$ cat src/hw/rtl/fsfd_pkg.sv
// fsfd_pkg: shared types and constants for the force sensor frame decoder
// holds header bytes, frame position codes, axis codes and gain reset values
// no dependencies
`default_nettype none

package fsfd_pkg;

  // header bytes that open every frame
  localparam logic [7:0] HDR_B0 = 8'hAA;
  localparam logic [7:0] HDR_B1 = 8'h07;
  localparam logic [7:0] HDR_B2 = 8'h08;
  localparam logic [7:0] HDR_B3 = 8'h0A;

  // frame position codes
  localparam logic [3:0] POS_HUNT   = 4'd0;
  localparam logic [3:0] POS_SKIP   = 4'd4;
  localparam logic [3:0] POS_DATA   = 4'd8;
  localparam logic [3:0] POS_X_LO   = 4'd9;
  localparam logic [3:0] POS_Y_LO   = 4'd11;
  localparam logic [3:0] POS_LAST   = 4'd13;
  localparam logic [3:0] POS_ONE    = 4'd1;

  // axis codes
  localparam logic [1:0] AXIS_X = 2'd0;
  localparam logic [1:0] AXIS_Y = 2'd1;
  localparam logic [1:0] AXIS_Z = 2'd2;

  // register indexes
  localparam logic [1:0] REG_GAIN_X = 2'd0;
  localparam logic [1:0] REG_GAIN_Y = 2'd1;
  localparam logic [1:0] REG_GAIN_Z = 2'd2;

  // gain reset values, unsigned Q0.24 newtons per count
  localparam logic [23:0] GAIN_X_RST = 24'd125515;
  localparam logic [23:0] GAIN_Y_RST = 24'd123151;
  localparam logic [23:0] GAIN_Z_RST = 24'd474142;

  // rounding bias before dropping eight fraction bits
  localparam logic signed [40:0] ROUND_BIAS = 41'sd128;

  // saturation limits of the tared forces
  localparam logic signed [31:0] FORCE_MAX = 32'sh7FFF_FFFF;
  localparam logic signed [31:0] FORCE_MIN = 32'sh8000_0000;

  // one completed axis count out of the parser
  typedef struct packed {
    logic               vld;
    logic [1:0]         axis;
    logic signed [15:0] count;
  } sample_t;

  // expected header byte at a header position
  function automatic logic [7:0] hdr_byte(input logic [1:0] idx);
    logic [7:0] b;
    unique case (idx)
      2'd0:    b = HDR_B0;
      2'd1:    b = HDR_B1;
      2'd2:    b = HDR_B2;
      default: b = HDR_B3;
    endcase
    return b;
  endfunction

endpackage

`default_nettype wire

$ cat src/hw/rtl/fsfd_parse.sv
// fsfd_parse: header hunt and frame position tracking of the byte stream
// emits one signed axis count on each axis low byte
// depends on fsfd_pkg
`default_nettype none

module fsfd_parse (
  input  wire logic             clk,
  input  wire logic             rst_n,
  input  wire logic             byte_take,
  input  wire logic [7:0]       rx_byte,
  output fsfd_pkg::sample_t     sample
);

  logic [3:0] pos_r;
  logic [3:0] pos_nxt;
  logic [7:0] hold_r;
  logic [7:0] hold_nxt;

  // next frame position and sample decode for the byte on the input
  always_comb begin
    pos_nxt      = pos_r;
    hold_nxt     = hold_r;
    sample.vld   = 1'b0;
    sample.axis  = fsfd_pkg::AXIS_Z;
    sample.count = $signed({hold_r, rx_byte});
    priority if (pos_r < fsfd_pkg::POS_SKIP) begin
      if (rx_byte == fsfd_pkg::hdr_byte(pos_r[1:0])) begin
        pos_nxt = pos_r + 4'd1;
      end else if (rx_byte == fsfd_pkg::HDR_B0) begin
        pos_nxt = fsfd_pkg::POS_ONE;
      end else begin
        pos_nxt = fsfd_pkg::POS_HUNT;
      end
    end else if (pos_r < fsfd_pkg::POS_DATA) begin
      pos_nxt = pos_r + 4'd1;
    end else if (pos_r > fsfd_pkg::POS_LAST) begin
      pos_nxt = fsfd_pkg::POS_HUNT;
    end else if (!pos_r[0]) begin
      // high byte of an axis
      hold_nxt = rx_byte;
      pos_nxt  = pos_r + 4'd1;
    end else begin
      // low byte completes an axis
      sample.vld = byte_take;
      if (pos_r == fsfd_pkg::POS_X_LO) begin
        sample.axis = fsfd_pkg::AXIS_X;
        pos_nxt     = pos_r + 4'd1;
      end else if (pos_r == fsfd_pkg::POS_Y_LO) begin
        sample.axis = fsfd_pkg::AXIS_Y;
        pos_nxt     = pos_r + 4'd1;
      end else begin
        sample.axis = fsfd_pkg::AXIS_Z;
        pos_nxt     = fsfd_pkg::POS_HUNT;
      end
    end
  end

  // position and high byte advance on each taken byte
  always_ff @(posedge clk) begin
    if (!rst_n) begin
      pos_r  <= fsfd_pkg::POS_HUNT;
      hold_r <= 8'd0;
    end else if (byte_take) begin
      pos_r  <= pos_nxt;
      hold_r <= hold_nxt;
    end
  end

endmodule

`default_nettype wire

$ cat src/hw/rtl/force_sensor_frame_decoder_top.sv
// force_sensor_frame_decoder_top: frame decoder, gain scaling and tare stage
// instantiates fsfd_parse, uses fsfd_pkg
`default_nettype none

// Takes one sensor byte per clock while in_stall is low. Frames start with AA 07 08 0A, four
// bytes are skipped, then X, Y and Z arrive as big-endian signed 16-bit
// counts. Each count is scaled by its 24-bit gain and rounded to Q15.16
// newtons through a three-register pipe (operands, product, rounded value),
// and each frame's result is loaded into the output register as its Z value
// leaves the pipe. The first frame after reset becomes the tare offset and
// is reported as zeros with out_tare_frame set; later frames report the
// saturated difference. Input is stalled only when every pipe register is
// full behind a stalled output. Gains are written through the APB port at
// byte addresses 0, 4 and 8; write them only while the block is idle.
module force_sensor_frame_decoder_top (
  input  wire logic               clk,
  input  wire logic               rst_n,
  input  wire logic               in_valid,
  output      logic               in_stall,
  input  wire logic [7:0]         in_rx_byte,
  output      logic               out_valid,
  input  wire logic               out_stall,
  output      logic signed [31:0] out_force_x,
  output      logic signed [31:0] out_force_y,
  output      logic signed [31:0] out_force_z,
  output      logic               out_tare_frame,
  input  wire logic               psel,
  input  wire logic               penable,
  input  wire logic               pwrite,
  input  wire logic [3:0]         paddr,
  input  wire logic [31:0]        pwdata,
  output      logic [31:0]        prdata,
  output      logic               pready
);

  // configuration registers
  logic [23:0] gain_x_r;
  logic [23:0] gain_y_r;
  logic [23:0] gain_z_r;
  logic        cfg_wr;
  logic [1:0]  cfg_idx;

  assign pready  = 1'b1;
  assign cfg_wr  = psel && penable && pwrite;
  assign cfg_idx = paddr[3:2];

  always_ff @(posedge clk) begin
    if (!rst_n) begin
      gain_x_r <= fsfd_pkg::GAIN_X_RST;
      gain_y_r <= fsfd_pkg::GAIN_Y_RST;
      gain_z_r <= fsfd_pkg::GAIN_Z_RST;
    end else if (cfg_wr) begin
      if (cfg_idx == fsfd_pkg::REG_GAIN_X) gain_x_r <= pwdata[23:0];
      if (cfg_idx == fsfd_pkg::REG_GAIN_Y) gain_y_r <= pwdata[23:0];
      if (cfg_idx == fsfd_pkg::REG_GAIN_Z) gain_z_r <= pwdata[23:0];
    end
  end

  // register read back
  always_comb begin
    unique case (cfg_idx)
      fsfd_pkg::REG_GAIN_X: prdata = {8'd0, gain_x_r};
      fsfd_pkg::REG_GAIN_Y: prdata = {8'd0, gain_y_r};
      fsfd_pkg::REG_GAIN_Z: prdata = {8'd0, gain_z_r};
      default:              prdata = 32'd0;
    endcase
  end

  // pipe control
  logic s1_vld_r, s2_vld_r, s3_vld_r, out_vld_r;
  logic [1:0] s1_axis_r, s2_axis_r, s3_axis_r;
  logic out_free, adv3, s3_ready, adv2, s2_ready, adv1, s1_ready;
  logic in_take;

  assign out_free = !out_vld_r || !out_stall;
  assign adv3     = s3_vld_r && ((s3_axis_r != fsfd_pkg::AXIS_Z) || out_free);
  assign s3_ready = !s3_vld_r || adv3;
  assign adv2     = s2_vld_r && s3_ready;
  assign s2_ready = !s2_vld_r || adv2;
  assign adv1     = s1_vld_r && s2_ready;
  assign s1_ready = !s1_vld_r || adv1;
  assign in_stall = !s1_ready;
  assign in_take  = in_valid && s1_ready;

  // byte parser
  fsfd_pkg::sample_t sample;

  fsfd_parse u_parse (
    .clk       (clk),
    .rst_n     (rst_n),
    .byte_take (in_take),
    .rx_byte   (in_rx_byte),
    .sample    (sample)
  );

  // stage 1: count and gain of a completed axis
  logic signed [15:0] s1_count_r;
  logic [23:0]        s1_gain_r;
  logic [23:0]        gain_sel;

  always_comb begin
    unique case (sample.axis)
      fsfd_pkg::AXIS_X: gain_sel = gain_x_r;
      fsfd_pkg::AXIS_Y: gain_sel = gain_y_r;
      default:          gain_sel = gain_z_r;
    endcase
  end

  always_ff @(posedge clk) begin
    if (!rst_n) begin
      s1_vld_r <= 1'b0;
    end else if (s1_ready) begin
      s1_vld_r <= sample.vld;
    end
  end

  always_ff @(posedge clk) begin
    if (s1_ready && sample.vld) begin
      s1_axis_r  <= sample.axis;
      s1_count_r <= sample.count;
      s1_gain_r  <= gain_sel;
    end
  end

  // stage 2: exact product, signed 41 bits
  logic signed [40:0] prod;
  logic signed [40:0] s2_prod_r;

  assign prod = 41'(s1_count_r) * 41'($signed({1'b0, s1_gain_r}));

  always_ff @(posedge clk) begin
    if (!rst_n) begin
      s2_vld_r <= 1'b0;
    end else if (s2_ready) begin
      s2_vld_r <= s1_vld_r;
    end
  end

  always_ff @(posedge clk) begin
    if (adv1) begin
      s2_axis_r <= s1_axis_r;
      s2_prod_r <= prod;
    end
  end

  // stage 3: round to Q15.16, ties toward plus infinity
  logic signed [40:0] rnd_sum;
  logic signed [31:0] s3_q_r;

  assign rnd_sum = s2_prod_r + fsfd_pkg::ROUND_BIAS;

  always_ff @(posedge clk) begin
    if (!rst_n) begin
      s3_vld_r <= 1'b0;
    end else if (s3_ready) begin
      s3_vld_r <= s2_vld_r;
    end
  end

  always_ff @(posedge clk) begin
    if (adv2) begin
      s3_axis_r <= s2_axis_r;
      s3_q_r    <= rnd_sum[39:8];
    end
  end

  // frame values and tare offsets
  logic signed [31:0] axis_x_r, axis_y_r;
  logic signed [31:0] tare_x_r, tare_y_r, tare_z_r;
  logic               tare_done_r;
  logic               z_load;

  assign z_load = adv3 && (s3_axis_r == fsfd_pkg::AXIS_Z);

  always_ff @(posedge clk) begin
    if (!rst_n) begin
      axis_x_r    <= 32'sd0;
      axis_y_r    <= 32'sd0;
      tare_x_r    <= 32'sd0;
      tare_y_r    <= 32'sd0;
      tare_z_r    <= 32'sd0;
      tare_done_r <= 1'b0;
    end else begin
      if (adv3 && (s3_axis_r == fsfd_pkg::AXIS_X)) axis_x_r <= s3_q_r;
      if (adv3 && (s3_axis_r == fsfd_pkg::AXIS_Y)) axis_y_r <= s3_q_r;
      if (z_load && !tare_done_r) begin
        tare_x_r    <= axis_x_r;
        tare_y_r    <= axis_y_r;
        tare_z_r    <= s3_q_r;
        tare_done_r <= 1'b1;
      end
    end
  end

  // saturating tare subtraction
  function automatic logic signed [31:0] sat_sub(input logic signed [31:0] a,
                                                 input logic signed [31:0] b);
    logic signed [32:0] d;
    logic signed [31:0] r;
    d = {a[31], a} - {b[31], b};
    if (d[32] != d[31]) begin
      r = d[32] ? fsfd_pkg::FORCE_MIN : fsfd_pkg::FORCE_MAX;
    end else begin
      r = d[31:0];
    end
    return r;
  endfunction

  // output register
  logic signed [31:0] out_x_r, out_y_r, out_z_r;
  logic               out_tare_r;

  always_ff @(posedge clk) begin
    if (!rst_n) begin
      out_vld_r <= 1'b0;
    end else if (z_load) begin
      out_vld_r <= 1'b1;
    end else if (!out_stall) begin
      out_vld_r <= 1'b0;
    end
  end

  always_ff @(posedge clk) begin
    if (z_load) begin
      if (!tare_done_r) begin
        out_x_r    <= 32'sd0;
        out_y_r    <= 32'sd0;
        out_z_r    <= 32'sd0;
        out_tare_r <= 1'b1;
      end else begin
        out_x_r    <= sat_sub(axis_x_r, tare_x_r);
        out_y_r    <= sat_sub(axis_y_r, tare_y_r);
        out_z_r    <= sat_sub(s3_q_r, tare_z_r);
        out_tare_r <= 1'b0;
      end
    end
  end

  assign out_valid      = out_vld_r;
  assign out_force_x    = out_x_r;
  assign out_force_y    = out_y_r;
  assign out_force_z    = out_z_r;
  assign out_tare_frame = out_tare_r;

endmodule

`default_nettype wire
$ cat config.mk
export PLATFORM = sky130hd
export DESIGN_NAME = force_sensor_frame_decoder_top
export DESIGN_NICKNAME = d
export VERILOG_FILES = /design/src/hw/rtl/fsfd_pkg.sv /design/src/hw/rtl/fsfd_parse.sv /design/src/hw/rtl/force_sensor_frame_decoder_top.sv
export SDC_FILE = /design/constraint.sdc
export NUM_CORES = 2
export LEC_CHECK = 0
export BUFFER_PORTS_ARGS = -buffer_cell sky130_fd_sc_hd__buf_4
export CAP_MARGIN = 10
export CORE_MARGIN = 1.5
export CORE_UTILIZATION = 25
export CTS_CLUSTER_SIZE = 10
export DETAILED_ROUTE_END_ITERATION = 16
export PLACE_DENSITY_LB_ADDON = 0.1
export SETUP_SLACK_MARGIN = 0.2
export SYNTH_ARGS = -nofsm -noshare
export SYNTH_HDL_FRONTEND = slang
export SYNTH_SLANG_ARGS = --single-unit
$ cat constraint.sdc
create_clock -name clk -period 13.5 [get_ports clk]
set_input_delay 0.675 -clock clk [delete_from_list [all_inputs] [get_ports clk]]
set_output_delay 0.675 -clock clk [all_outputs]
set_load 0.1 [all_outputs]
## Word level (Yosys, flattened, before mapping)

Index checks and enable logic that the tools add are counted.

- Mux-type cells: 27
- Bitwise logic cells: 4
- Reduce and logical (&&, ||, !) cells: 31
- $add $sub $neg: 5
- Eq/ne operators: 16
- $lt $le $gt $ge: 3
- Multipliers: 1

Operator list:

| kind | number |
|---|---|
| $mux 32 | 6 |
| $sub 32x32->33 | 3 |
| $pmux 24 s3 | 1 |
| $pmux 24 s2 | 1 |
| $add 40x9->40 const B | 1 |
| $mul 16x25->40 | 1 |
| $mux 4 | 7 |
| $pmux 8 s3 | 1 |
| $mux 3 | 4 |
| $logic_and 1x1->1 | 11 |
| $eq 2x1->1 const B | 4 |
| $eq 4x4->1 const B | 2 |
| $eq 8x8->1 | 1 |
| $eq 8x8->1 const B | 1 |
| $logic_not 2->1 | 4 |
| $mux 8 | 1 |
| $logic_not 1->1 | 7 |
| $eq 2x2->1 const B | 3 |
| $reduce_and 2->1 | 3 |
| $logic_or 1x1->1 | 5 |
| $reduce_and 5->1 | 1 |
| $add 4x1->4 const B | 1 |
| $gt 4x4->1 const B | 1 |
| $lt 4x3->1 const B | 1 |
| 7 further kinds | 16 |

- Logic and storage cells: 113
- Output and inout port bits: 132
- Input bits: 51
- Register bits after elaboration: 464

## Longest topological paths before layout

- Word-level depth: 16
- Mapped depth: 25
- Gate-level depth less buffers: 24

## By module

A second synthesis with hierarchy kept.

- Cells, all modules: 3979
- Area total of the unflattened synthesis: 35729.3 um^2

Modules (own cells, without submodules):

| module | cells each | instances | area each (um^2) | sequential area each (um^2) |
|---|---|---|---|---|
| force_sensor_frame_decoder_top | 3881 | 1 | 34896.0 | 10990.5 |
| fsfd_parse | 98 | 1 | 833.3 | 240.2 |

## Worst setup path after synthesis

Ideal clock, no wire load.

- Path kind: register to register
- Start: register out_vld_r, in the netlist out_valid
- End: register tare_x_r[0]
- Clock period less this slack: 7.087 ns
- Setup time: 0.122 ns
- Stages on the path, launching flop included: 7
- Path buffers: 2
- Data required time: 13.378 ns
- Data arrival time: 6.965 ns
- Setup slack: 6.413 ns
- Cells stage by stage: dfxtp_1 a21oi_1 nand2_1 clkbuf_1 clkbuf_1 nand2_1 a21boi_0

- Longest elaborated chain between the ends: 6

RTL lines:

| element | RTL line | source |
|---|---|---|
| start: declaration | force_sensor_frame_decoder_top.sv:70 | `logic s1_vld_r, s2_vld_r, s3_vld_r, out_vld_r;` |
| start signal: assignment | force_sensor_frame_decoder_top.sv:215 | `out_vld_r <= 1'b0;` |
| start signal: assignment | force_sensor_frame_decoder_top.sv:217 | `out_vld_r <= 1'b1;` |
| start signal: assignment | force_sensor_frame_decoder_top.sv:219 | `out_vld_r <= 1'b0;` |
| $logic_not 1->1 | force_sensor_frame_decoder_top.sv:75 | `assign out_free = !out_vld_r \|\| !out_stall;` |
| $logic_or 1x1->1 | force_sensor_frame_decoder_top.sv:75 |  |
| $logic_or 1x1->1 | force_sensor_frame_decoder_top.sv:76 | `assign adv3 = s3_vld_r && ((s3_axis_r != fsfd_pkg::AXIS_Z) \|\| out_free);` |
| $logic_and 1x1->1 | force_sensor_frame_decoder_top.sv:76 |  |
| $logic_and 1x1->1 | force_sensor_frame_decoder_top.sv:173 | `assign z_load = adv3 && (s3_axis_r == fsfd_pkg::AXIS_Z);` |
| net z_load | force_sensor_frame_decoder_top.sv:171 | `logic z_load;` |
| $logic_and 1x1->1 | force_sensor_frame_decoder_top.sv:186 | `if (z_load && !tare_done_r) begin` |
| end signal: assignment | force_sensor_frame_decoder_top.sv:187 | `tare_x_r <= axis_x_r;` |
| end: declaration | force_sensor_frame_decoder_top.sv:169 | `logic signed [31:0] tare_x_r, tare_y_r, tare_z_r;` |

The timed path passes the listed nets, and every way through them passes these cells.
A chain may end at the register's enable or synchronous reset.

## Final worst setup path

- Start: register s1_count_r[15]
- End: register s2_prod_r[39] (data pin)

- Longest elaborated chain between the ends: 1

RTL lines:

| element | RTL line | source |
|---|---|---|
| start: declaration | force_sensor_frame_decoder_top.sv:97 | `logic signed [15:0] s1_count_r;` |
| start signal: assignment | force_sensor_frame_decoder_top.sv:120 | `s1_count_r <= sample.count;` |
| $mul 16x25->40 | force_sensor_frame_decoder_top.sv:129 | `assign prod = 41'(s1_count_r) * 41'($signed({1'b0, s1_gain_r}));` |
| net prod[39] | force_sensor_frame_decoder_top.sv:126 | `logic signed [40:0] prod;` |
| end signal: assignment | force_sensor_frame_decoder_top.sv:142 | `s2_prod_r <= prod;` |
| end: declaration | force_sensor_frame_decoder_top.sv:127 | `logic signed [40:0] s2_prod_r;` |

The timed path passes the listed nets, and every way through them passes these cells.

==> flow_summary.rst <==
.. list-table::
   :header-rows: 1

   * - Metric
     - Value
   * - Result of the run
     - complete, no violations
   * - Largest net degree at the start of global routing
     - 178
   * - Cell depth of the worst flop-to-flop path
     - 21
   * - Sequential Power Share
     - 0.470
   * - Class of the worst hold path
     - input port to register
   * - Setup Skew
     - about 0.06 ns
   * - Final setup vio count
     - 0
   * - Total detailed-routing wirelength
     - around 110 mm
   * - Category of the worst setup path capture point
     - register
   * - Dominant combinational cell family by area after synthesis
     - adder cells
   * - Multiplexer area fraction after synthesis
     - 0.0106
   * - Internal portion of total power
     - between 2 and 2.5 mW
   * - Pre-CTS setup slack
     - between 5 and 6 ns
   * - Clock network fraction of design power
     - 0.495
   * - Overall track demand over capacity in global routing
     - 0.148
   * - Number of cells on the worst hold path
     - 3
   * - Number of max-cap violations
     - 0
   * - Share of synthesized registers carrying an async set or reset
     - 0
   * - Power per Cell Area
     - around 76 nW/um^2
   * - Num ports
     - about 180
   * - Remaining global-route overflow
     - 0
   * - Sequential element share of the synthesized area
     - 0.315
   * - Clock transition time at the flip-flop clock pins of the worst setup and hold paths
     - 0.07 ns
   * - Psw
     - between 700 and 800 uW
   * - Total negative slack for setup checks
     - 0 ns
   * - Clock tree buffer depth
     - 3
   * - Worst Max-Slew Pin Slew
     - 1.37 ns
   * - Post-Synth Adder-Cell Area
     - 0.255
   * - # resized after CTS
     - 0
   * - TritonCTS clock tree
     - built
   * - Maximum vdd drop
     - 0.0000996 V
   * - Number of global-route vias before repair
     - between 20000 and 30000
   * - Number of vias per cell after detailed routing
     - between 4 and 5
   * - Number of detailed-routing iterations run before antenna repair
     - 5
   * - Number of hold-repair buffers added at the cts stage
     - 0
   * - Routing layer with the top usage in global route
     - met2
   * - Arrival time worst endpoint
     - approximately 8 ns
   * - Routing usage on met1
     - 0.207
   * - Setup repair after global routing missed its margin
     - false
   * - Critical path fanouts, max
     - 19
   * - Simple logic cell fraction of the synthesized area
     - 0.163
   * - Drt first-iter violations
     - between 1000 and 1500
   * - Netlist area before placement
     - approximately 36000 um^2
   * - Warnings, synthesis
     - 0
   * - Timing-limited maximum frequency
     - 130 MHz
   * - Worst setup margin
     - a little under 6 ns
   * - Count of pins over their slew limit
     - 0
   * - Met2 global-route usage
     - 0.243
   * - Horizontal die dimension
     - ~380 um
   * - Sw Share
     - 0.236
   * - Startpoint type of the worst setup path
     - register
   * - Count of input and output buffers
     - between 150 and 200
   * - Latest clock arrival within the worst-skew pair
     - between 0.6 and 0.7 ns
   * - Reg2Reg Capture Point
     - s2_prod_r[39]
   * - Most used flip-flop cell after synthesis
     - dfxtp_1
   * - Number of sinks driven by the clock tree
     - approximately 460
   * - Number of distinct library cells after synthesis
     - 90
   * - Worst hold start
     - pwdata[14]
   * - Number of instances in the synthesized netlist
     - roughly 4000
   * - Class of the most critical setup path
     - register to register
   * - Fin. Hold Viols
     - 0
   * - Setup slack of the most critical reg-to-reg path
     - between 5 and 6 ns
   * - Half-perimeter wire length after detailed placement
     - 77.1 mm
   * - H-Tree Level Count
     - 2
   * - Routability congestion estimate from global placement
     - about 0.77
   * - Minimum clock period after layout
     - between 7 and 8 ns
   * - Avg Synthesized Cell Area
     - between 9 and 10 um^2
   * - Starting Density
     - 0.252
   * - Total via count after detailed routing
     - about 26000
   * - Share of total power in combinational logic
     - 0.035
   * - Height of the chip
     - between 300 and 400 um
   * - Top library cells by usage in the layout, fill and taps aside
     - nand2_1 (794), inv_1 (508), fa_1 (308), dfxtp_1 (249), ha_1 (231)
   * - Number of nets in the layout
     - 4600
   * - Required time at the endpoint of the critical path
     - ~14 ns
   * - Synthesized-area fraction occupied by ao, oa, aoi and oai cells
     - 0.142
   * - Static Leak
     - about 17 nW
   * - Overall die area
     - around 140000 um^2
   * - Worst slew margin relative to its limit
     - 0.0795
   * - Detailed-route wire length per cell
     - around 18 um
   * - Top post-synthesis cells by area
     - edfxtp_1 (18%), fa_1 (17%), dfxtp_1 (14%)
   * - Post-detailed-route count of antenna-violating nets
     - 0
   * - Post-synth top area share
     - 0.175
   * - Fraction of final layout cells with drive strength greater than 1
     - 0.0848
   * - Met3 global-route usage
     - 0.0166
   * - Detailed-route DRC error count
     - 0
   * - Launch point of the worst reg-to-reg path
     - s1_count_r[15]
   * - Global-route wire length before repair
     - approximately 170 mm
   * - Synthesis-to-layout area growth
     - 13.8%
   * - Buffer type at the clock tree root
     - clkbuf_16
   * - Xor and xnor area share after synthesis
     - 0.0373
   * - Core Area
     - around 140000 um^2
   * - Worst Hold Endpoint
     - gain_y_r[14]
   * - Row cnt
     - approximately 140
   * - Clock buffers created by TritonCTS
     - 57
   * - Biggest area consumer among synthesized cells
     - edfxtp_1
   * - Most frequent standard cell in the layout excluding fill and tap cells
     - nand2_1
   * - Number of flops mapped to enable cells by yosys
     - 208
   * - Antenna violations before repair
     - 1
   * - Crit share post-route
     - 0.570
   * - Flip-flop and latch count after synthesis
     - 457
   * - Buffers inserted by post-CTS timing repair
     - 0
## cells in the mapped netlist, types with 4 or more instances
master and count:
a21boi_0 207, a21o_1 63, a21oi_1 131, a21oi_2 4, a22oi_1 25, a31oi_1 12
and2_1 172, and3_1 23, buf_2 6, buf_4 11, buf_6 5, clkbuf_1 173
dfxtp_1 249, edfxtp_1 208, fa_1 308, ha_1 232, inv_1 508, mux2i_1 35
nand2_1 795, nand2b_1 26, nand3_1 73, nand4_1 20, nor2_1 87, nor2b_1 38
nor3_1 26, nor3b_1 4, nor4_1 4, o211ai_1 9, o21a_1 17, o21ai_0 165
o21ai_1 13, o21ai_2 25, o21bai_1 18, o22ai_1 4, o31a_1 6, o31ai_1 10
or2_2 5, xnor2_1 93, xor2_1 57
## cell families after synthesis
| logic type | Yosys count |
|---|---|
| and+or+nand+nor | 1293 |
| AOI/OAI and AO/OA | 756 |
| buffers and inverters | 708 |
| adders and majority gates | 542 |
| DFF | 457 |
| xor gates and xnor gates | 151 |
| muxes | 37 |
| other | 2 |
## final cells by class
class                      count  area (um^2)
antenna                        1         2.50
clock buffer                  98         1740
clock inverter                 8         95.1
fill                       15229       101000
inverter                     509         1910
multi-input combinational   2788        21800
sequential                   457        11200
tap                         1890         2360
timing repair buffer         196         1490
## worst max-delay path, stage by stage (launching register included)
cell       delay (ns)
edfxtp_1         0.71
clkinv_1         0.95
nor2_1           0.38
fa_1             0.48
fa_1             0.54
fa_1             0.46
fa_1             0.50
fa_1             0.51
inv_1            0.05
fa_1             0.47
inv_1            0.04
ha_1             0.33
a21o_1           0.21
a211o_1          0.28
o211ai_1         0.09
a21oi_1          0.14
nor4_1           0.50
nor3_1           0.18
o2111ai_1        0.20
and3_1           0.22
o21ba_2          0.14
xnor2_1          0.05
## routing by layer
layer,share of wire,routed length [um]
met1,0.49,53100
met2,0.46,49500
met3,0.029,3190
met4,0.024,2630
met5,0,0
## stage by stage
stage          cell area (um^2)   util  instances  hold WS, ns  power (mW)
6_report                  40600  0.287       5947        0.239        3.07
5_1_grt                   40600  0.287       5946        0.223        3.19
4_1_cts                   40600  0.287       5946        0.185        3.14
3_5_place_dp              38700  0.274       5840        0.408        1.58
3_3_place_gp              38700  0.274       5840        0.404        1.58
2_1_floorplan             35700      -       3953        0.400        1.55
## sequential cells by signal (all words and copies together) (netlist names), 2 cells and up
register        count
s2_prod_r          33
axis_x_r           32
axis_y_r           32
out_force_x        32
out_force_y        32
out_force_z        32
s3_q_r             32
tare_x_r           32
tare_y_r           32
tare_z_r           32
gain_x_r           24
gain_y_r           24
gain_z_r           24
s1_gain_r          24
s1_count_r         16
u_parse.hold_r      8
u_parse.pos_r       4
s1_axis_r           2
s2_axis_r           2
s3_axis_r           2
## worst max path at each step
| stage | depth (start not counted) | startpoint | to |
|---|---|---|---|
| 6_report | 21 | s1_count_r[15] | s2_prod_r[39] |
| 5_1_grt | 21 | s1_count_r[15] | s2_prod_r[39] |
| 4_1_cts | 21 | s1_count_r[15] | s2_prod_r[39] |
| 3_5_place_dp | 21 | s1_count_r[15] | s2_prod_r[39] |
| 3_3_place_gp | 21 | s1_count_r[15] | s2_prod_r[39] |
| 2_1_floorplan | 6 | out_valid | tare_x_r[0] |
## power groups by stage
stage	Clock (mW)	Combinational [mW]	Sequential (mW)
after floorplan	0	0.0751	1.47
after global placement	0	0.110	1.47
after detailed placement	0	0.110	1.47
after CTS	1.59	0.110	1.44
after global routing	1.63	0.115	1.44
final	1.52	0.108	1.44
Note: power is estimated with default switching activity, not from simulation.
